`src/sv/ssl_ram.sv`:
```
// Generic single-port-write, single-port-read RAM with registered read data
`timescale 1ns / 1ps
module ssl_ram #(
  parameter int W = 8,
  parameter int D = 16
) (
  input  logic                                 clk,
  input  logic                                 we,
  input  logic [((D > 1) ? $clog2(D) : 1)-1:0] waddr,
  input  logic [W-1:0]                         wdata,
  input  logic [((D > 1) ? $clog2(D) : 1)-1:0] raddr,
  output logic [W-1:0]                         rdata
);

  logic [W-1:0] mem [D];

  always_ff @(posedge clk) begin
    if (we) begin
      mem[waddr] <= wdata;
    end
    rdata <= mem[raddr];
  end

endmodule

```
`config.mk`:
```
export PLATFORM = sky130hd
export DESIGN_NAME = ssl_ram
export DESIGN_NICKNAME = d
export VERILOG_FILES = /design/src/sv/ssl_ram.sv
export SDC_FILE = /design/constraint.sdc
export NUM_CORES = 1
export LEC_CHECK = 0
export BUFFER_PORTS_ARGS = -buffer_cell sky130_fd_sc_hd__buf_2
export CAP_MARGIN = 20
export CORE_MARGIN = 2
export CORE_UTILIZATION = 60
export CTS_CLUSTER_DIAMETER = 200
export DETAILED_ROUTE_END_ITERATION = 10
export PLACE_DENSITY = 0.75
export SLEW_MARGIN = 25
export SYNTH_ARGS = -nofsm -noshare
export SYNTH_HDL_FRONTEND = slang
export SYNTH_SLANG_ARGS = --single-unit
```
`constraint.sdc`:
```
create_clock -name clk -period 2.8 [get_ports clk]
set_clock_uncertainty 0.1 [all_clocks]
set_input_delay 0.56 -clock clk [delete_from_list [all_inputs] [get_ports clk]]
set_output_delay 0.56 -clock clk [all_outputs]
set_load 0.02 [all_outputs]
```
==> flow_summary.ini <==
[timing]
setup_viol = 0
rsz0062_at_grt = false
worstMarginPinSlew_ns = 0.785
drv_slew = 0
setup-tns-final_ns = 0
hold_violations = 0
maxSlewHeadroom_pct = 47.6
worst_slack_ns = 1.11
max_freq_mhz = 590
finalCritPeriodShare_pct = 60.5
period_needed_ns = 1.69

[placement]
dp_slack_ns = 0.651
place.gp.congestion = 0.753
port-buffer-count = 25
place_inst = 367
dpl.hpwl_um = 5810

[finish]
final_cells = 400
fin_util_pct = 73.8
fin_nets = 299
layout.cells.most_common = edfxtp_1
drive_gt1_share_pct = 31.6
nFillCells = 450
syn2layout_area_growth_pct = 18.4
most-common-layout-cells = 128 x edfxtp_1, 25 x buf_2, 18 x mux4_2
regArea_um2 = 4000
multi_input_area_um2 = 1060

[worst_setup_path]
critPathArrivalTime_ns = 1.03
crit_required_ns = 2.14
path_class = flop to output port
cp_max_fo = 1
worstSetupStartpointType = flop
critPathTopFamily = flip-flops
crit_chain = buf_2
crit_buf_inv = 1
cpPeakStageDelay_ns = 0.35
cpMaxStageDelayCell = dfxtp_1
cp-end-kind = output port

[clocking]
post_cts_buffers = 0
hold_buffers = 0
cts-root-buf = clkbuf_8
cts_num_sinks = 136
cts_tree = built
clkTransAtPathRegs_ns = 0.06
ctsResizeCount = 0
cts_buffers = 17
insertion_delay_ns = 0.51
cts_htree_levels = 4
clock_path_buffers = 2

[pwr]
p_clk_share_pct = 47.6
irDropWorstVdd_uv = 420
internal_power_mw = 3.82
switching_share_pct = 20.3
p_leak_nw = 2.10
p_sw_uw = 975
seqPwrFrac_pct = 47.8
cellPowerDensity_nw_per_um2 = 787
finalPower_mw = 4.80
comb_power_share_pct = 4.6

[yosys]
synth_top_family_by_area = multiplexers
synth-compound-area-share_pct = 2.33
synth_adder_area_share_pct = 0
syn_nets = 247
seq_area_frac_synth_pct = 77.8
syn_inst = 229
netlist.top_cell.by_area = edfxtp_1
syn_avg_cell_area_um2 = 22.5
yosys_warnings = 0
synthesis.area_um2 = 5150
synthSimpleGateAreaFrac_pct = 3.18
ys_ff_latch = 136
synth_xor_area_share_pct = 0
synthTopCellsByArea = edfxtp_1 75%, mux4_2 7.9%, mux4_1 7.1%
synth.mux.area_fraction_pct = 15.0
yosysUniqueCellTypes = 19
synth.top_cell.area_share_pct = 74.7

[detailed_routing]
wl_per_cell_um = 24.5
dr_total_vias = 2428
drt-pass1-iter-count = 4
wl_um = 9790
route.detailed.drc = 0
drt.antenna.violating_nets = 0
via_per_inst = 6.07
first_iter_violations = 177

[grt]
track_usage_pct = 22.7
gr-total-overflow = 0
antenna_found_initial = 1
grt_pass1_wl_um = 15200
grt_pass1_vias = 2624
grt_max_degree = 33

[die]
num_io_pins = 26
rows = 33
fp.coreArea_um2 = 8260
die_height_um = 96.6
start_util_pct = 62.3
die_w_um = 96.6
dieArea_um2 = 9340

[run]
maxCapViolations = 0

[outcome]
outcome = finished, final reports clean

[min_path]
worstHoldPathType = input port to flop
==> cells in the mapped netlist, drive strengths merged <==
cell	instances
nand3	1
nor2b	1
buf	7
dfxtp	8
nand3b	2
nor2	13
mux4	32
edfxtp	128
and2	1
nand2	9
clkdlybuf4s25	3
nor3	4
and2b	1
a22oi	16
nand2b	2
or3b	1
==> final timing paths <==
check / start / to / slack, ns / cells after the start
worst max register to register: mem[2][3] / rdata[3] / 1.27 / 3
worst min register to register: mem[8][1] / rdata[1] / 0.58 / 3
worst max-delay path: rdata[6] / rdata[6] / 1.11 / 1
worst min-delay path: wdata[7] / mem[6][7] / 0.33 / 1
==> through the flow <==
| step | instance area [um^2] | hold slack (ns) |
|---|---|---|
| after floorplan | 5150 | 0.529 |
| after global placement | 5480 | 0.552 |
| after detailed placement | 5480 | 0.572 |
| after CTS | 6090 | 0.307 |
| after global routing | 6090 | 0.332 |
| final | 6100 | 0.333 |
==> cell families (layout without fill, tap and decap cells) <==
| logic type | count (synthesis) | in the layout |
|---|---|---|
| compound gates | 16 | 16 |
| buf+inv | 10 | 75 |
| flops | 136 | 136 |
| mux | 32 | 32 |
| other cells | 0 | 1 |
| simple gates | 35 | 35 |
==> area by class of cell <==
class | instances | share of cell area, %
antenna | 1 | 0.0411
clock buffer | 18 | 6.86
clock inverter | 14 | 3.24
multi-input combinational | 83 | 17.3
sequential | 136 | 65.7
tap | 105 | 2.16
timing repair buffer | 43 | 4.68
==> power groups by stage <==
stage / Clock (mW) / Sequential, mW / Combinational (mW)
after floorplan: 0 / 2.34 / 0.116
after global placement: 0 / 2.33 / 0.216
after detailed placement: 0 / 2.33 / 0.221
after CTS: 2.32 / 2.29 / 0.224
after global routing: 2.39 / 2.29 / 0.240
final: 2.28 / 2.29 / 0.221
==> state kept, by name, summed over array words and instances (netlist names) <==
signal  count
rdata       8
mem       128
==> per-layer routing <==
metal	global-route usage (%)	routed length, um	share of wire, %
met2	36.6	5070	52
met3	5.78	723	7.4
met1	29.6	3780	39
met4	10.2	213	2.2
met5	0	0	0
No activity file was read; power rests on OpenSTA's default activity.
